==> src/rtl/core/jbt_pkg.sv <==
// JSON byte tokenizer: shared types, character codes and the literal letter table.
// No dependencies.
`timescale 1ns / 1ps
`default_nettype none
package jbt_pkg;

   typedef enum logic [3:0] {
      MODE_START      = 4'd0,
      MODE_STR        = 4'd1,
      MODE_ESC        = 4'd2,
      MODE_HEX        = 4'd3,
      MODE_NEG        = 4'd4,
      MODE_INT        = 4'd5,
      MODE_FRAC_FIRST = 4'd6,
      MODE_FRAC       = 4'd7,
      MODE_EXP_FIRST  = 4'd8,
      MODE_EXP_SIGNED = 4'd9,
      MODE_EXP        = 4'd10,
      MODE_LIT        = 4'd11
   } mode_type;

   typedef enum logic [1:0] {
      KIND_CHAR  = 2'd0,
      KIND_END   = 2'd1,
      KIND_ERROR = 2'd2,
      KIND_EOI   = 2'd3
   } kind_type;

   typedef enum logic [2:0] {
      TT_ARRAY_START  = 3'd0,
      TT_OBJECT_START = 3'd1,
      TT_ARRAY_END    = 3'd2,
      TT_OBJECT_END   = 3'd3,
      TT_STRING       = 3'd4,
      TT_NUMBER       = 3'd5,
      TT_NULL         = 3'd6,
      TT_BOOLEAN      = 3'd7
   } token_kind_type;

   typedef struct packed {
      kind_type       kind;
      logic [7:0]     ch;
      token_kind_type ttype;
      logic           last;
   } result_type;

   typedef struct packed {
      mode_type   mode;
      logic [2:0] hex_left;
      logic [3:0] lit_prog;
   } lex_state_type;

   localparam lex_state_type START_STATE = '{MODE_START, 3'd0, 4'd0};

   localparam int QDEPTH = 4;

   localparam logic [7:0] CH_SPACE  = 8'h20;
   localparam logic [7:0] CH_TAB    = 8'h09;
   localparam logic [7:0] CH_CR     = 8'h0D;
   localparam logic [7:0] CH_LF     = 8'h0A;
   localparam logic [7:0] CH_COLON  = 8'h3A;
   localparam logic [7:0] CH_COMMA  = 8'h2C;
   localparam logic [7:0] CH_LBRACK = 8'h5B;
   localparam logic [7:0] CH_RBRACK = 8'h5D;
   localparam logic [7:0] CH_LBRACE = 8'h7B;
   localparam logic [7:0] CH_RBRACE = 8'h7D;
   localparam logic [7:0] CH_QUOTE  = 8'h22;
   localparam logic [7:0] CH_BSLASH = 8'h5C;
   localparam logic [7:0] CH_SLASH  = 8'h2F;
   localparam logic [7:0] CH_MINUS  = 8'h2D;
   localparam logic [7:0] CH_PLUS   = 8'h2B;
   localparam logic [7:0] CH_DOT    = 8'h2E;
   localparam logic [7:0] CH_LO_E   = 8'h65;
   localparam logic [7:0] CH_UP_E   = 8'h45;
   localparam logic [7:0] CH_LO_U   = 8'h75;
   localparam logic [7:0] CH_LO_B   = 8'h62;
   localparam logic [7:0] CH_LO_F   = 8'h66;
   localparam logic [7:0] CH_LO_N   = 8'h6E;
   localparam logic [7:0] CH_LO_R   = 8'h72;
   localparam logic [7:0] CH_LO_T   = 8'h74;

   // null, true, false back to back; index is the literal progress
   function automatic logic [7:0] lit_char(input logic [3:0] p);
      logic [7:0] c;
      unique case (p)
         4'd0:    c = "n";
         4'd1:    c = "u";
         4'd2:    c = "l";
         4'd3:    c = "l";
         4'd4:    c = "t";
         4'd5:    c = "r";
         4'd6:    c = "u";
         4'd7:    c = "e";
         4'd8:    c = "f";
         4'd9:    c = "a";
         4'd10:   c = "l";
         4'd11:   c = "s";
         4'd12:   c = "e";
         default: c = 8'h00;
      endcase
      return c;
   endfunction

endpackage
`default_nettype wire

==> src/rtl/core/jbt_if.sv <==
// JSON byte tokenizer: valid/ready channel interfaces for request and response words.
// No dependencies.
`timescale 1ns / 1ps
`default_nettype none
interface jbt_req_if;
   logic       valid;
   logic       ready;
   logic [7:0] in_byte;
   logic       end_of_input;

   modport source (output valid, output in_byte, output end_of_input, input ready);
   modport sink (input valid, input in_byte, input end_of_input, output ready);
endinterface

interface jbt_rsp_if;
   logic       valid;
   logic       ready;
   logic [1:0] result_kind;
   logic [7:0] token_char;
   logic [2:0] token_type;
   logic       last_of_run;

   modport source (output valid, output result_kind, output token_char,
                   output token_type, output last_of_run, input ready);
   modport sink (input valid, input result_kind, input token_char,
                 input token_type, input last_of_run, output ready);
endinterface
`default_nettype wire

==> src/rtl/core/jbt_step.sv <==
// JSON byte tokenizer: combinational lexer step, one byte or end mark in, up to two results.
// Depends on jbt_pkg.
`timescale 1ns / 1ps
`default_nettype none
module jbt_step
   import jbt_pkg::*;
(
   input  wire logic [7:0]    in_byte,
   input  wire logic          end_of_input,
   input  wire lex_state_type cur,
   output lex_state_type      nxt,
   output logic [1:0]         count,
   output result_type         res0,
   output result_type         res1
);

   typedef struct packed {
      logic          emit;
      result_type    res;
      lex_state_type st;
   } start_type;

   function automatic result_type mk(input kind_type k, input logic [7:0] c,
                                     input token_kind_type t);
      result_type r;
      r.kind  = k;
      r.ch    = c;
      r.ttype = t;
      r.last  = 1'b0;
      return r;
   endfunction

   function automatic logic is_digit(input logic [7:0] c);
      return (c >= "0") && (c <= "9");
   endfunction

   function automatic logic is_hex(input logic [7:0] c);
      return is_digit(c) || ((c >= "a") && (c <= "f")) || ((c >= "A") && (c <= "F"));
   endfunction

   function automatic start_type start_token(input logic [7:0] c);
      start_type s;
      s.emit = 1'b1;
      s.res  = mk(KIND_CHAR, c, TT_ARRAY_START);
      s.st   = START_STATE;
      unique case (c)
         CH_SPACE, CH_TAB, CH_CR, CH_LF, CH_COLON, CH_COMMA: begin
            s.emit = 1'b0;
         end
         CH_LBRACK: s.res = mk(KIND_END, 8'h00, TT_ARRAY_START);
         CH_LBRACE: s.res = mk(KIND_END, 8'h00, TT_OBJECT_START);
         CH_RBRACK: s.res = mk(KIND_END, 8'h00, TT_ARRAY_END);
         CH_RBRACE: s.res = mk(KIND_END, 8'h00, TT_OBJECT_END);
         CH_QUOTE: begin
            s.emit    = 1'b0;
            s.st.mode = MODE_STR;
         end
         CH_MINUS: s.st.mode = MODE_NEG;
         CH_LO_N: begin
            s.st.mode     = MODE_LIT;
            s.st.lit_prog = 4'd1;
         end
         CH_LO_T: begin
            s.st.mode     = MODE_LIT;
            s.st.lit_prog = 4'd5;
         end
         CH_LO_F: begin
            s.st.mode     = MODE_LIT;
            s.st.lit_prog = 4'd9;
         end
         default: begin
            if (is_digit(c)) begin
               s.st.mode = MODE_INT;
            end else begin
               s.res = mk(KIND_ERROR, 8'h00, TT_ARRAY_START);
            end
         end
      endcase
      return s;
   endfunction

   start_type  st;
   result_type r0;
   result_type r1;
   logic [1:0] n;
   logic [7:0] c;
   result_type err_r;
   result_type chr_r;

   always_comb begin
      c     = in_byte;
      st    = start_token(c);
      err_r = mk(KIND_ERROR, 8'h00, TT_ARRAY_START);
      chr_r = mk(KIND_CHAR, c, TT_ARRAY_START);
      nxt   = cur;
      n     = 2'd0;
      r0    = chr_r;
      r1    = mk(KIND_EOI, 8'h00, TT_ARRAY_START);
      if (end_of_input) begin
         nxt = START_STATE;
         unique case (cur.mode)
            MODE_START: begin
               n  = 2'd1;
               r0 = mk(KIND_EOI, 8'h00, TT_ARRAY_START);
            end
            MODE_STR: begin
               n  = 2'd2;
               r0 = mk(KIND_END, 8'h00, TT_STRING);
            end
            MODE_INT, MODE_FRAC, MODE_EXP: begin
               n  = 2'd2;
               r0 = mk(KIND_END, 8'h00, TT_NUMBER);
            end
            MODE_ESC, MODE_HEX, MODE_NEG, MODE_FRAC_FIRST, MODE_EXP_FIRST,
            MODE_EXP_SIGNED, MODE_LIT: begin
               n  = 2'd2;
               r0 = err_r;
            end
            default: begin
               n  = 2'd1;
               r0 = mk(KIND_EOI, 8'h00, TT_ARRAY_START);
            end
         endcase
      end else begin
         unique case (cur.mode)
            MODE_STR: begin
               n = 2'd1;
               if (c == CH_QUOTE) begin
                  r0  = mk(KIND_END, 8'h00, TT_STRING);
                  nxt = START_STATE;
               end else if (c == CH_BSLASH) begin
                  nxt.mode = MODE_ESC;
               end
            end
            MODE_ESC: begin
               n = 2'd1;
               unique case (c)
                  CH_QUOTE, CH_BSLASH, CH_SLASH, CH_LO_B, CH_LO_F, CH_LO_N,
                  CH_LO_R, CH_LO_T: nxt.mode = MODE_STR;
                  CH_LO_U: begin
                     nxt.mode     = MODE_HEX;
                     nxt.hex_left = 3'd4;
                  end
                  default: begin
                     r0  = err_r;
                     nxt = START_STATE;
                  end
               endcase
            end
            MODE_HEX: begin
               n = 2'd1;
               if (!is_hex(c)) begin
                  r0  = err_r;
                  nxt = START_STATE;
               end else if (cur.hex_left <= 3'd1) begin
                  nxt.hex_left = 3'd0;
                  nxt.mode     = MODE_STR;
               end else begin
                  nxt.hex_left = cur.hex_left - 3'd1;
               end
            end
            MODE_NEG, MODE_FRAC_FIRST, MODE_EXP_SIGNED: begin
               n = 2'd1;
               if (!is_digit(c)) begin
                  r0  = err_r;
                  nxt = START_STATE;
               end else if (cur.mode == MODE_NEG) begin
                  nxt.mode = MODE_INT;
               end else if (cur.mode == MODE_FRAC_FIRST) begin
                  nxt.mode = MODE_FRAC;
               end else begin
                  nxt.mode = MODE_EXP;
               end
            end
            MODE_EXP_FIRST: begin
               n = 2'd1;
               if (is_digit(c)) begin
                  nxt.mode = MODE_EXP;
               end else if ((c == CH_PLUS) || (c == CH_MINUS)) begin
                  nxt.mode = MODE_EXP_SIGNED;
               end else begin
                  r0  = err_r;
                  nxt = START_STATE;
               end
            end
            MODE_INT, MODE_FRAC, MODE_EXP: begin
               priority if (is_digit(c)) begin
                  n = 2'd1;
               end else if ((c == CH_DOT) && (cur.mode == MODE_INT)) begin
                  n        = 2'd1;
                  nxt.mode = MODE_FRAC_FIRST;
               end else if (((c == CH_LO_E) || (c == CH_UP_E)) && (cur.mode != MODE_EXP)) begin
                  n        = 2'd1;
                  nxt.mode = MODE_EXP_FIRST;
               end else begin
                  // number ends; this byte starts the next token
                  r0  = mk(KIND_END, 8'h00, TT_NUMBER);
                  r1  = st.res;
                  n   = 2'd1 + {1'b0, st.emit};
                  nxt = st.st;
               end
            end
            MODE_LIT: begin
               if ((cur.lit_prog < 4'd13) && (c == lit_char(cur.lit_prog))) begin
                  if (cur.lit_prog == 4'd3) begin
                     n   = 2'd2;
                     r1  = mk(KIND_END, 8'h00, TT_NULL);
                     nxt = START_STATE;
                  end else if ((cur.lit_prog == 4'd7) || (cur.lit_prog == 4'd12)) begin
                     n   = 2'd2;
                     r1  = mk(KIND_END, 8'h00, TT_BOOLEAN);
                     nxt = START_STATE;
                  end else begin
                     n            = 2'd1;
                     nxt.lit_prog = cur.lit_prog + 4'd1;
                  end
               end else begin
                  n   = 2'd1;
                  r0  = err_r;
                  nxt = START_STATE;
               end
            end
            default: begin
               n   = {1'b0, st.emit};
               r0  = st.res;
               nxt = st.st;
            end
         endcase
      end
      r0.last = (n == 2'd1);
      r1.last = (n == 2'd2);
   end

   assign count = n;
   assign res0  = r0;
   assign res1  = r1;

endmodule
`default_nettype wire

==> src/rtl/core/json_byte_tokenizer_core.sv <==
// JSON byte tokenizer top level: input stage, lexer state, four-word result queue.
// Depends on jbt_pkg, jbt_if and jbt_step.
//
//   channel  dir  word contents
//   req_if   in   in_byte[7:0], end_of_input
//   rsp_if   out  result_kind[1:0], token_char[7:0], token_type[2:0], last_of_run
//
// One byte per cycle is taken while req_if.ready is high; each byte yields zero,
// one or two result words. Results leave one per cycle while rsp_if.ready is high,
// from a four-entry register queue. The stage register feeds the lexer step,
// which advances only when the queue has room for two words.
// Synchronous reset returns the lexer to token start and empties the queue.
`timescale 1ns / 1ps
`default_nettype none
module json_byte_tokenizer_core
   import jbt_pkg::*;
(
   input  wire logic clock,
   input  wire logic reset,
   jbt_req_if.sink   req_if,
   jbt_rsp_if.source rsp_if
);

   logic          stg_valid_ff;
   logic          stg_valid_in;
   logic [7:0]    stg_byte_ff;
   logic          stg_eoi_ff;
   lex_state_type lex_ff;
   lex_state_type lex_in;
   result_type    q_ff [QDEPTH];
   logic [1:0]    wr_ptr_ff;
   logic [1:0]    wr_ptr_in;
   logic [1:0]    rd_ptr_ff;
   logic [1:0]    rd_ptr_in;
   logic [2:0]    count_ff;
   logic [2:0]    count_in;

   lex_state_type step_nxt;
   logic [1:0]    step_n;
   result_type    step_r0;
   result_type    step_r1;
   logic          advance;
   logic          pop;
   logic [1:0]    push_n;
   logic          take;
   result_type    head;

   jbt_step u_step (
      .in_byte      (stg_byte_ff),
      .end_of_input (stg_eoi_ff),
      .cur          (lex_ff),
      .nxt          (step_nxt),
      .count        (step_n),
      .res0         (step_r0),
      .res1         (step_r1)
   );

   assign advance      = stg_valid_ff && (count_ff <= 3'(QDEPTH - 2));
   assign req_if.ready = !stg_valid_ff || advance;
   assign take         = req_if.valid && req_if.ready;
   assign pop          = (count_ff != 3'd0) && rsp_if.ready;
   assign push_n       = advance ? step_n : 2'd0;

   always_comb begin
      stg_valid_in = take ? 1'b1 : (advance ? 1'b0 : stg_valid_ff);
      lex_in       = advance ? step_nxt : lex_ff;
      wr_ptr_in    = wr_ptr_ff + push_n;
      rd_ptr_in    = rd_ptr_ff + {1'b0, pop};
      count_in     = count_ff + {1'b0, push_n} - {2'b00, pop};
   end

   always_ff @(posedge clock) begin
      if (reset) begin
         stg_valid_ff <= 1'b0;
         lex_ff       <= START_STATE;
         wr_ptr_ff    <= 2'd0;
         rd_ptr_ff    <= 2'd0;
         count_ff     <= 3'd0;
      end else begin
         stg_valid_ff <= stg_valid_in;
         lex_ff       <= lex_in;
         wr_ptr_ff    <= wr_ptr_in;
         rd_ptr_ff    <= rd_ptr_in;
         count_ff     <= count_in;
      end
   end

   always_ff @(posedge clock) begin
      if (take) begin
         stg_byte_ff <= req_if.in_byte;
         stg_eoi_ff  <= req_if.end_of_input;
      end
      if (push_n != 2'd0) begin
         q_ff[wr_ptr_ff] <= step_r0;
      end
      if (push_n == 2'd2) begin
         q_ff[wr_ptr_ff + 2'd1] <= step_r1;
      end
   end

   assign head               = q_ff[rd_ptr_ff];
   assign rsp_if.valid       = (count_ff != 3'd0);
   assign rsp_if.result_kind = head.kind;
   assign rsp_if.token_char  = head.ch;
   assign rsp_if.token_type  = head.ttype;
   assign rsp_if.last_of_run = head.last;

   a_count_bound: assert property (@(posedge clock) disable iff (reset)
      count_ff <= 3'(QDEPTH))
      else $error("result queue overfilled");

   a_eoi_reports: assert property (@(posedge clock) disable iff (reset)
      (advance && stg_eoi_ff) |->
         (step_n != 2'd0) &&
         (((step_n == 2'd1) && (step_r0.kind == KIND_EOI)) ||
          ((step_n == 2'd2) && (step_r1.kind == KIND_EOI))))
      else $error("end of input without end-of-input word");

   a_eoi_restart: assert property (@(posedge clock) disable iff (reset)
      (advance && stg_eoi_ff) |=> (lex_ff.mode == MODE_START))
      else $error("lexer not at token start after end of input");

   a_last_flag: assert property (@(posedge clock) disable iff (reset)
      (push_n == 2'd2) |-> (!step_r0.last && step_r1.last))
      else $error("last-of-run flag on wrong word");

endmodule
`default_nettype wire
==> src/flat_wrapper.sv <==
// flat-port wrapper written by rule: the top's interface ports become plain ports
module json_byte_tokenizer_core_flat import jbt_pkg::*;
  (clock, reset, req_if_valid, req_if_in_byte, req_if_end_of_input, req_if_ready, rsp_if_valid, rsp_if_result_kind, rsp_if_token_char, rsp_if_token_type, rsp_if_last_of_run, rsp_if_ready);
  jbt_req_if req_if_i ();
  jbt_rsp_if rsp_if_i ();
  input  wire logic clock;
  input  wire logic reset;
  input wire logic [$bits(req_if_i.valid)-1:0] req_if_valid;
  input wire logic [$bits(req_if_i.in_byte)-1:0] req_if_in_byte;
  input wire logic [$bits(req_if_i.end_of_input)-1:0] req_if_end_of_input;
  output wire logic [$bits(req_if_i.ready)-1:0] req_if_ready;
  output wire logic [$bits(rsp_if_i.valid)-1:0] rsp_if_valid;
  output wire logic [$bits(rsp_if_i.result_kind)-1:0] rsp_if_result_kind;
  output wire logic [$bits(rsp_if_i.token_char)-1:0] rsp_if_token_char;
  output wire logic [$bits(rsp_if_i.token_type)-1:0] rsp_if_token_type;
  output wire logic [$bits(rsp_if_i.last_of_run)-1:0] rsp_if_last_of_run;
  input wire logic [$bits(rsp_if_i.ready)-1:0] rsp_if_ready;
  assign req_if_i.valid = req_if_valid;
  assign req_if_i.in_byte = req_if_in_byte;
  assign req_if_i.end_of_input = req_if_end_of_input;
  assign req_if_ready = req_if_i.ready;
  assign rsp_if_valid = rsp_if_i.valid;
  assign rsp_if_result_kind = rsp_if_i.result_kind;
  assign rsp_if_token_char = rsp_if_i.token_char;
  assign rsp_if_token_type = rsp_if_i.token_type;
  assign rsp_if_last_of_run = rsp_if_i.last_of_run;
  assign rsp_if_i.ready = rsp_if_ready;
  json_byte_tokenizer_core u_core (.clock(clock), .reset(reset), .req_if(req_if_i), .rsp_if(rsp_if_i));
endmodule
==> config.mk <==
export PLATFORM = sky130hd
export DESIGN_NAME = json_byte_tokenizer_core_flat
export DESIGN_NICKNAME = d
export VERILOG_FILES = /design/src/rtl/core/jbt_pkg.sv /design/src/rtl/core/jbt_if.sv /design/src/rtl/core/jbt_step.sv /design/src/rtl/core/json_byte_tokenizer_core.sv /design/src/flat_wrapper.sv
export SDC_FILE = /design/constraint.sdc
export NUM_CORES = 1
export LEC_CHECK = 0
export ABC_CLOCK_PERIOD_IN_PS = 4300
export BUFFER_PORTS_ARGS = -buffer_cell sky130_fd_sc_hd__buf_2
export CAP_MARGIN = 20
export CELL_PAD_IN_SITES_DETAIL_PLACEMENT = 0
export CELL_PAD_IN_SITES_GLOBAL_PLACEMENT = 1
export CORE_ASPECT_RATIO = 1.5
export CORE_MARGIN = 2
export CORE_UTILIZATION = 49
export DETAILED_ROUTE_END_ITERATION = 10
export PLACE_DENSITY_LB_ADDON = 0.1
export SYNTH_ARGS = -nofsm -noshare
export SYNTH_HDL_FRONTEND = slang
export SYNTH_SLANG_ARGS = --single-unit
==> constraint.sdc <==
create_clock -name clock -period 4.3 [get_ports clock]
set_input_delay 0.86 -clock clock [delete_from_list [all_inputs] [get_ports clock]]
set_output_delay 0.86 -clock clock [all_outputs]
set_load 0.03 [all_outputs]
==> flow_metrics.py, run 1 <==
metrics = {
    "outcome": {
        "run_status": "completed",
    },
    "critical_path": {
        "ff2ff_setup_slack_ns": 0.35,
        "worstSetupStartpointType": "register",
        "end_kind": "register",
        "crit_path_max_fanout": 24,
        "required_ns": 4.37,
        "crit_type": "register to register",
        "crit_arrival_ns": 4.02,
    },
    "place": {
        "dpl.hpwl_um": 12700,
        "gp_congestion": 0.958,
        "io_buffers": 28,
        "dpl_cell_area_um2": 6340,
    },
    "clock_tree": {
        "cts_tree": "built",
        "clockRootBuffer": "clkbuf_16",
        "numCtsBuffers": 9,
        "cts.sinks": 96,
        "insertion_delay_ns": 0.35,
        "ctsLongestPathBuffers": 2,
        "clkSlewWorstSetupHoldPaths_ns": 0.07,
        "cts_max_level": 3,
    },
    "floorplanning": {
        "io_pins": 29,
        "core-area_um2": 12000,
        "die_w_um": 94.1,
        "num_rows": 49,
        "die_h_um": 139,
        "initial_core_util": 0.499,
        "dieArea_um2": 13100,
    },
    "synth": {
        "ys_ff_latch": 96,
        "ys.flop_type": "edfxtp_1",
        "syn_inst": 591,
        "syn_nets": 615,
        "synth_area_leaders": "edfxtp_1, dfxtp_1, mux4_2",
        "synth-edff-count": 65,
        "synth_top_area_cell": "edfxtp_1",
        "seq_area_frac_synth": 0.431,
        "synthArstFlopShare": 0,
        "avgSynthCellArea_um2": 10.1,
        "synthesis.area_um2": 5970,
        "synth_cell_types": 81,
        "yosysWarnings": 0,
        "yosysTopAreaCellShare": 0.327,
    },
    "finish": {
        "diodes": 0,
        "fin_nets": 642,
        "finish.instance_area_um2": 6740,
        "drive_gt1_frac": 0.170,
        "syn_to_final_growth_pct": 12.9,
    },
    "sta": {
        "tightest_slew_ns": 0.912,
        "fin_crit_sh": 0.919,
        "drv_slew": 0,
        "setup_viol": 0,
        "finClkSkew_ns": 0.0117,
        "fmax_mhz": 253,
        "rsz0062_at_grt": "no",
        "fin_crit_ns": 3.95,
        "timing.setup.tns_ns": 0,
        "hold_viol_final": 0,
        "slew_headroom": 0.383,
    },
    "drt": {
        "wl_per_cell_um": 21.3,
        "ant_nets": 0,
        "drt_iter0_drc": 232,
        "drc": 0,
        "vias": 4813,
        "wl_um": 16500,
        "dr.pass1.iters": 5,
        "vias_per_cell": 6.20,
    },
    "power": {
        "ir_worst_vdd_mv": 0.223,
        "powerDensity_nw_per_um2": 398,
        "leakage_nw": 2.49,
    },
    "global_routing": {
        "first_global_vias": 4725,
        "grt_usage": 0.263,
        "grt_first_pass_wirelength_um": 25900,
        "grt_max_degree": 26,
        "antenna_found_initial": 0,
        "grt_overflow": 0,
    },
    "flow_run": {
        "maxCapViolCount": 0,
    },
    "hold_path": {
        "hp-class": "register to register",
    },
}
area by class of cell:
class                      instances  area [um2]
inverter                          22        82.6
multi-input combinational        433        3160
clock inverter                     4        77.6
fill                            1054        5220
sequential                        96        2570
tap                              153         191
timing repair buffer              56         370
clock buffer                      12         279
worst max-delay path, cell delays in order, from the launching register on:
cell and delay [ns]:
edfxtp_1 0.86, or4b_4 0.29, o32ai_1 0.09, a211oi_1 0.53, o221ai_1 0.38, a2111oi_2 0.56, nand2_1 0.23, o311ai_1 0.56
mux2i_1 0.16
stage by stage:
stage	worst slack (ns)	power, mW	hold WS, ns	std cells	utilization
after floorplan	0.463	1.58	0.545	591	-
after global placement	0.375	1.73	0.506	758	0.530
after detailed placement	0.0633	1.74	0.530	758	0.530
after CTS	0.0139	2.68	0.542	774	0.560
after global routing	0.0612	2.79	0.588	776	0.564
final	0.348	2.68	0.539	776	0.564
synthesized netlist by cell type, types with 3 or more instances:
library cell / count
edfxtp_1: 65
nor2_1: 43
nand2_1: 36
o21ai_0: 33
dfxtp_1: 31
mux2i_1: 31
nor2b_1: 28
clkbuf_1: 27
inv_1: 22
nand3_1: 22
a21oi_1: 17
mux4_2: 14
nor3_1: 12
a31oi_1: 11
nand3b_1: 11
and2_1: 10
ha_1: 10
nand4_1: 9
buf_2: 8
nand2b_1: 8
nor4_1: 8
or3_1: 8
xor2_1: 8
a211oi_1: 7
a21o_1: 6
o22ai_1: 6
xnor2_1: 6
nor4b_1: 5
o2111a_1: 5
o211ai_1: 4
o21a_1: 4
or2_2: 4
buf_1: 3
nand4b_1: 3
nor3b_1: 3
or4b_4: 3
placed cells by master, fill, tap and decap left out, drive strengths merged, types with 14 or more instances in the layout:
master / instances
edfxtp: 65
buf: 55
nor2: 43
nand2: 37
o21ai: 35
mux2i: 32
dfxtp: 31
nor2b: 28
inv: 24
nand3: 22
a21oi: 17
mux4: 14
final timing paths:
kind | startpoint | to | cells after the start
setup reg to reg | u_core.stg_byte_ff[2] | u_core.q_ff[1][8] | 8
hold / removal | u_core.stg_valid_ff | u_core.stg_valid_ff | 2
hold reg to reg | u_core.stg_valid_ff | u_core.stg_valid_ff | 2
setup / recovery | u_core.stg_byte_ff[2] | u_core.q_ff[1][8] | 8
logic make-up (layout without fill, tap and decap cells):
family | after synthesis | in the layout | synth area share
simple gates | 232 | 232 | 0.224
compound gates | 128 | 128 | 0.147
flops | 96 | 96 | 0.431
buf+inv | 62 | 94 | 0.0425
mux | 47 | 47 | 0.109
xor+xnor | 14 | 14 | 0.0205
fa+ha+maj | 12 | 12 | 0.0260
report_power, final:
group / leakage (nW) / internal, mW / total, mW / switching (mW)
clock: 0.174 / 0.585 / 0.945 / 0.360
combinational: 1.47 / 0.266 / 0.620 / 0.353
sequential: 0.845 / 1.05 / 1.12 / 0.0704
metal layers:
layer | share of wire | GRT usage
met1 | 0.37 | 0.280
met2 | 0.54 | 0.482
met3 | 0.031 | 0.0424
met4 | 0.058 | 0.142
met5 | 0 | 0
repair_timing:
| action | 4_1_cts | 5_1_grt |
|---|---|---|
| setup endpoints to repair | 0 | 15 |
| buffers inserted | 0 | 1 |
| resized for setup | 0 | 2 |
| hold buffers | 0 | 0 |
Power figures use the tool's default switching activity.
==> run 2, diff against run 1 <==
--- a/config.mk
+++ b/config.mk
@@ -5,7 +5,7 @@
 export SDC_FILE = /design/constraint.sdc
 export NUM_CORES = 1
 export LEC_CHECK = 0
-export ABC_CLOCK_PERIOD_IN_PS = 4300
+export ABC_CLOCK_PERIOD_IN_PS = 4200
 export BUFFER_PORTS_ARGS = -buffer_cell sky130_fd_sc_hd__buf_2
 export CAP_MARGIN = 20
 export CELL_PAD_IN_SITES_DETAIL_PLACEMENT = 0
==> constraint.sdc (replaced) <==
create_clock -name clock -period 4.2 [get_ports clock]
set_input_delay 0.84 -clock clock [delete_from_list [all_inputs] [get_ports clock]]
set_output_delay 0.84 -clock clock [all_outputs]
set_load 0.03 [all_outputs]
==> flow_metrics.py, run 2 (synthesis gave the netlist of run 1 again) <==
metrics = {
    "floorplanning": {
        "num_rows": 49,
        "initial_core_util": 0.499,
        "core-area_um2": 12000,
        "die_w_um": 94.1,
        "io_pins": 29,
        "die_h_um": 139,
        "dieArea_um2": 13100,
    },
    "clock_tree": {
        "insertion_delay_ns": 0.34,
        "cts_max_level": 3,
        "cts.sinks": 96,
        "numCtsBuffers": 9,
        "clkSlewWorstSetupHoldPaths_ns": 0.07,
        "hold_buffers": 0,
        "ctsLongestPathBuffers": 2,
        "post_cts.repair.setup_buffers": 0,
        "postCtsResizedCells": 0,
        "cts_tree": "built",
        "clockRootBuffer": "clkbuf_16",
    },
    "power": {
        "powerDensity_nw_per_um2": 394,
        "netSwitchingFraction": 0.306,
        "p_sw_mw": 0.808,
        "internal_power_mw": 1.83,
        "p_total_mw": 2.64,
        "p_clk_frac": 0.320,
        "ir_worst_vdd_mv": 0.217,
        "leakage_nw": 2.48,
        "pwr-share-seq": 0.435,
        "pwr-share-comb": 0.245,
    },
    "drt": {
        "vias": 4904,
        "vias_per_cell": 6.30,
        "drt_iter0_drc": 283,
        "ant_nets": 0,
        "route.met2.wl_um": 9250,
        "dr.pass1.iters": 5,
        "wl_per_cell_um": 21.6,
        "drt-met1-wl_um": 6000,
        "maxUsedRoutingLayer": "met4",
        "met3_length_um": 599,
        "wl_um": 16800,
        "drc": 0,
    },
    "place": {
        "gp_congestion": 0.972,
        "dpl_worst_slack_ns": 0.315,
        "placed_cells": 762,
        "dpl.hpwl_um": 12800,
        "dpl_cell_area_um2": 6370,
        "io_buffers": 28,
    },
    "finish": {
        "diodes": 0,
        "layout.cells.non_filler": 779,
        "drive_gt1_frac": 0.173,
        "syn_to_final_growth_pct": 12.3,
        "final_common_cell": "edfxtp_1",
        "finish.instance_area_um2": 6700,
        "final_cell_mix": "edfxtp_1, nor2_1, nand2_1, o21ai_0",
        "fin_nets": 645,
    },
    "outcome": {
        "run_status": "completed",
    },
    "sta": {
        "drv_slew": 0,
        "fin_crit_ns": 4.03,
        "setup_ws_ns": 0.170,
        "fin_crit_sh": 0.960,
        "hold_viol_final": 0,
        "setup_viol": 0,
        "timing.setup.tns_ns": 0,
        "slew_headroom": 0.300,
        "finClkSkew_ns": 0.00613,
        "fmax_mhz": 248,
        "rsz0062_at_grt": "no",
        "tightest_slew_ns": 1.04,
    },
    "critical_path": {
        "crit_arrival_ns": 4.25,
        "crit_type": "register to register",
        "worstSetupStartpointType": "register",
        "end_kind": "register",
        "required_ns": 4.42,
        "crit_path_max_fanout": 12,
    },
    "hold_path": {
        "hp-class": "register to register",
    },
    "global_routing": {
        "grt_overflow": 0,
        "grt_max_degree": 26,
        "first_global_vias": 4677,
        "grt_usage": 0.262,
        "grt_first_pass_wirelength_um": 25800,
        "antenna_found_initial": 0,
    },
    "flow_run": {
        "maxCapViolCount": 0,
    },
}
-- run 2: changes by cell type in the layout (fill, tap and decap cells not counted), sizes merged --
cell and delta:
clkbuf -2, buf +4, inv +1, bufinv -1
clkinvlp +1
-- run 2: worst max-delay path, cell delays in order, from the launching register on --
cell	delay [ns]
dfxtp_1	0.45
buf_4	0.24
nor4bb_1	0.88
nor4_1	0.11
buf_4	0.21
nor3_1	0.40
nand4_1	0.19
a31oi_1	0.19
buf_4	0.18
inv_1	0.05
ha_1	0.26
inv_1	0.05
fa_1	0.43
xnor2_1	0.20
nor2_1	0.05
-- run 2: final timing paths --
| kind | slack [ns] | cells after the start | to | start |
|---|---|---|---|---|
| worst min register to register | 0.55 | 2 | u_core.stg_valid_ff | u_core.stg_valid_ff |
| worst max-delay path | 0.17 | 14 | u_core.count_ff[2] | u_core.lex_ff[9] |
| worst min-delay path | 0.55 | 2 | u_core.stg_valid_ff | u_core.stg_valid_ff |
| worst max register to register | 0.17 | 14 | u_core.count_ff[2] | u_core.lex_ff[9] |
-- run 2: per-layer routing --
| layer | up-vias | global-route usage |
|---|---|---|
| li1 | 2302 | - |
| met2 | 153 | 0.482 |
| met4 | 0 | 0.138 |
| met5 | - | 0 |
| met3 | 53 | 0.0370 |
| met1 | 2396 | 0.284 |
-- run 2: area by class of cell --
cell class	instances	area (um2)
timing repair buffer	59	393
multi-input combinational	433	3160
sequential	96	2570
clock inverter	5	61.3
tap	153	191
inverter	22	82.6
fill	1072	5250
clock buffer	11	243
-- run 2: stage by stage --
| stage | hold slack [ns] | util |
|---|---|---|
| after detailed placement | 0.534 | 0.533 |
| after global routing | 0.593 | 0.561 |
| after global placement | 0.512 | 0.533 |
| after CTS | 0.546 | 0.558 |
| final | 0.547 | 0.561 |
| after floorplan | 0.545 | - |
-- run 2: power by group through the flow --
stage / clock network, mW / registers [mW] / logic [mW]
after floorplan: 0 / 1.11 / 0.508
after global placement: 0 / 1.19 / 0.583
after detailed placement: 0 / 1.20 / 0.595
after CTS: 0.859 / 1.18 / 0.599
after global routing: 0.887 / 1.16 / 0.699
final: 0.844 / 1.15 / 0.646
==> run 3, diff against run 2 <==
--- a/config.mk
+++ b/config.mk
@@ -5,6 +5,7 @@
 export SDC_FILE = /design/constraint.sdc
 export NUM_CORES = 1
 export LEC_CHECK = 0
+export ABC_AREA = 1
 export ABC_CLOCK_PERIOD_IN_PS = 4200
 export BUFFER_PORTS_ARGS = -buffer_cell sky130_fd_sc_hd__buf_2
 export CAP_MARGIN = 20
@@ -12,8 +13,9 @@
 export CELL_PAD_IN_SITES_GLOBAL_PLACEMENT = 1
 export CORE_ASPECT_RATIO = 1.5
 export CORE_MARGIN = 2
-export CORE_UTILIZATION = 49
+export CORE_UTILIZATION = 46
 export DETAILED_ROUTE_END_ITERATION = 10
+export GPL_TIMING_DRIVEN = 0
 export PLACE_DENSITY_LB_ADDON = 0.1
 export SYNTH_ARGS = -nofsm -noshare
 export SYNTH_HDL_FRONTEND = slang
==> flow_metrics.py, run 3 <==
metrics = {
    "sta": {
        "drv_slew": 0,
        "timing.setup.tns_ns": 0,
        "rsz0062_at_grt": "no",
        "finClkSkew_ns": 0.0144,
        "hold-worst-slack_ns": 0.494,
        "fmax_mhz": 290,
        "hold_viol_final": 0,
        "slew_headroom": 0.531,
        "setup_ws_ns": 0.755,
        "fin_crit_ns": 3.44,
        "tightest_slew_ns": 0.702,
        "setup_viol": 0,
        "fin_crit_sh": 0.820,
    },
    "global_routing": {
        "first_global_vias": 6000,
        "grt_max_degree": 19,
        "grt_first_pass_wirelength_um": 30700,
        "grt_overflow": 0,
        "grt_usage": 0.269,
        "antenna_found_initial": 0,
    },
    "synth": {
        "synth-edff-count": 65,
        "ys_ff_latch": 96,
        "synthArstFlopShare": 0,
        "avgSynthCellArea_um2": 7.17,
        "yosysTopAreaCellShare": 0.315,
        "netlist_top_cells_count": "nand2_1, nor2_1, nand3_1",
        "ys.flop_type": "edfxtp_1",
        "synth_area_leaders": "edfxtp_1, nand2_1, dfxtp_1",
        "syn_inst": 864,
        "syn_nets": 888,
        "synth_top_area_cell": "edfxtp_1",
        "synth_cell_types": 48,
        "seq_area_frac_synth": 0.415,
        "synthesis.area_um2": 6200,
        "yosysWarnings": 0,
        "synth_most_common_cell": "nand2_1",
    },
    "finish": {
        "diodes": 0,
        "final_cell_mix": "nand2_1, nor2_1, nand3_1, edfxtp_1, inv_1",
        "fillers": 1354,
        "utilization": 0.523,
        "syn_to_final_growth_pct": 10.4,
        "drive_gt1_frac": 0.113,
        "final_common_cell": "nand2_1",
        "fin_nets": 928,
    },
    "floorplanning": {
        "die_w_um": 98.8,
        "die_h_um": 146,
        "core-area_um2": 13100,
        "dieArea_um2": 14400,
        "io_pins": 29,
        "initial_core_util": 0.474,
        "num_rows": 51,
    },
    "clock_tree": {
        "post_cts.repair.setup_buffers": 0,
        "insertion_delay_ns": 0.36,
        "postCtsResizedCells": 0,
        "clkSlewWorstSetupHoldPaths_ns": 0.07,
        "cts_tree": "built",
        "hold_buffers": 0,
        "ctsLongestPathBuffers": 2,
        "cts_max_level": 3,
        "clockRootBuffer": "clkbuf_16",
        "cts.sinks": 96,
        "numCtsBuffers": 9,
    },
    "drt": {
        "vias_per_cell": 5.52,
        "dr.pass1.iters": 5,
        "ant_nets": 0,
        "vias": 5897,
        "drt_iter0_drc": 308,
        "drc": 0,
        "wl_um": 18700,
        "wl_per_cell_um": 17.5,
    },
    "flow_run": {
        "maxCapViolCount": 0,
    },
    "critical_path": {
        "ff2ff_path_depth": 16,
        "cp-startpoint": "u_core.stg_byte_ff[0]",
        "required_ns": 4.14,
        "crit_path_max_fanout": 14,
        "max_stage_delay_ns": 0.46,
        "r2r-start": "u_core.stg_byte_ff[0]",
        "slowest_stage": "nand2_1",
        "rr_endpoint": "u_core.q_ff[0][5]",
        "worstSetupStartpointType": "register",
        "crit_arrival_ns": 3.39,
        "path_cells": "buf_4 > inv_2 > nand2_1 > nor2_1 > nand3_1 > nand3_1 > nor2_2 > inv_2 > nor2_4 > inv_2 > o21ai_2 > o21ai_4 > nor2_4 > nand2_1 > buf_2 > nand2_1",
        "end_kind": "register",
        "ff2ff_setup_slack_ns": 0.76,
        "critPathCapture": "u_core.q_ff[0][5]",
        "crit_type": "register to register",
    },
    "place": {
        "dpl.hpwl_um": 15000,
        "io_buffers": 28,
        "gp_congestion": 0.991,
        "dpl_worst_slack_ns": 0.785,
    },
    "hold_path": {
        "hp-class": "register to register",
        "hold_path_depth": 2,
    },
    "power": {
        "ir_worst_vdd_mv": 0.199,
        "powerDensity_nw_per_um2": 438,
        "leakage_nw": 3.12,
    },
    "outcome": {
        "run_status": "completed",
    },
}
-- run 3: changes by cell type in the layout (fill, tap and decap cells not counted), sizes merged, moves of 13 or more --
cell | previous run | this run
buf | 59 | 46
clkbuf | 11 | 25
inv | 25 | 81
mux2i | 32 | 0
mux4 | 14 | 0
nand2 | 37 | 292
nand3 | 22 | 97
nor2 | 43 | 116
nor2b | 28 | 0
o21ai | 35 | 55
-- run 3: critical path: cells and delay by family, from the launching register on --
family,cells,cell delay [ns]
buf+inv,5,0.79
simple gates,9,1.58
flops,1,0.36
compound gates,2,0.29
-- run 3: worst min path at each step --
stage | from | to | slack, ns
3_3_place_gp | u_core.lex_ff[5] | u_core.lex_ff[5] | 0.47
2_1_floorplan | u_core.lex_ff[5] | u_core.lex_ff[5] | 0.46
3_5_place_dp | u_core.lex_ff[6] | u_core.lex_ff[6] | 0.48
5_1_grt | u_core.lex_ff[5] | u_core.lex_ff[5] | 0.52
4_1_cts | u_core.lex_ff[6] | u_core.lex_ff[6] | 0.49
6_report | u_core.lex_ff[6] | u_core.lex_ff[6] | 0.49
-- run 3: metrics by stage --
| stage | power (mW) | instance area (um2) | cells |
|---|---|---|---|
| floorplan | 1.90 | 6200 | 864 |
| global placement | 2.16 | 6540 | 1051 |
| detailed placement | 2.20 | 6540 | 1051 |
| CTS | 3.01 | 6830 | 1067 |
| global route | 3.18 | 6840 | 1068 |
| finish | 2.99 | 6840 | 1068 |
-- run 3: where the power goes --
| group | internal, mW | leakage [nW] | switching, mW | total [mW] |
|---|---|---|---|---|
| Sequential | 1.11 | 0.862 | 0.0515 | 1.16 |
| Combinational | 0.281 | 2.11 | 0.731 | 1.01 |
| Clock | 0.433 | 0.147 | 0.391 | 0.824 |
-- run 3: per-layer routing --
layer | track usage | vias to the layer above | routed length, um
met2 | 0.503 | 158 | 10200
li1 | - | 2939 | -
met3 | 0.0326 | 61 | 637
met5 | 0 | - | 0
met1 | 0.290 | 2739 | 6920
met4 | 0.136 | 0 | 934
-- run 3: final cells by class --
cell class	count	area, um2	share of cell area
multi-input cells	658	3120	0.457
repair buffers	29	148	0.0216
clock inverters	6	57.6	0.00842
plain buffers	32	206	0.0302
flip-flops and latches	96	2570	0.376
well taps	159	199	0.0291
clock buffers	10	239	0.0349
inverters	78	293	0.0428
-- run 3: logic make-up after synthesis --
| logic type | synth area share |
|---|---|
| compound gates | 0.0965 |
| xor+xnor | 0.0113 |
| fa+ha+maj | 0.0234 |
| buf+inv | 0.0806 |
| flops | 0.415 |
| simple gates | 0.373 |
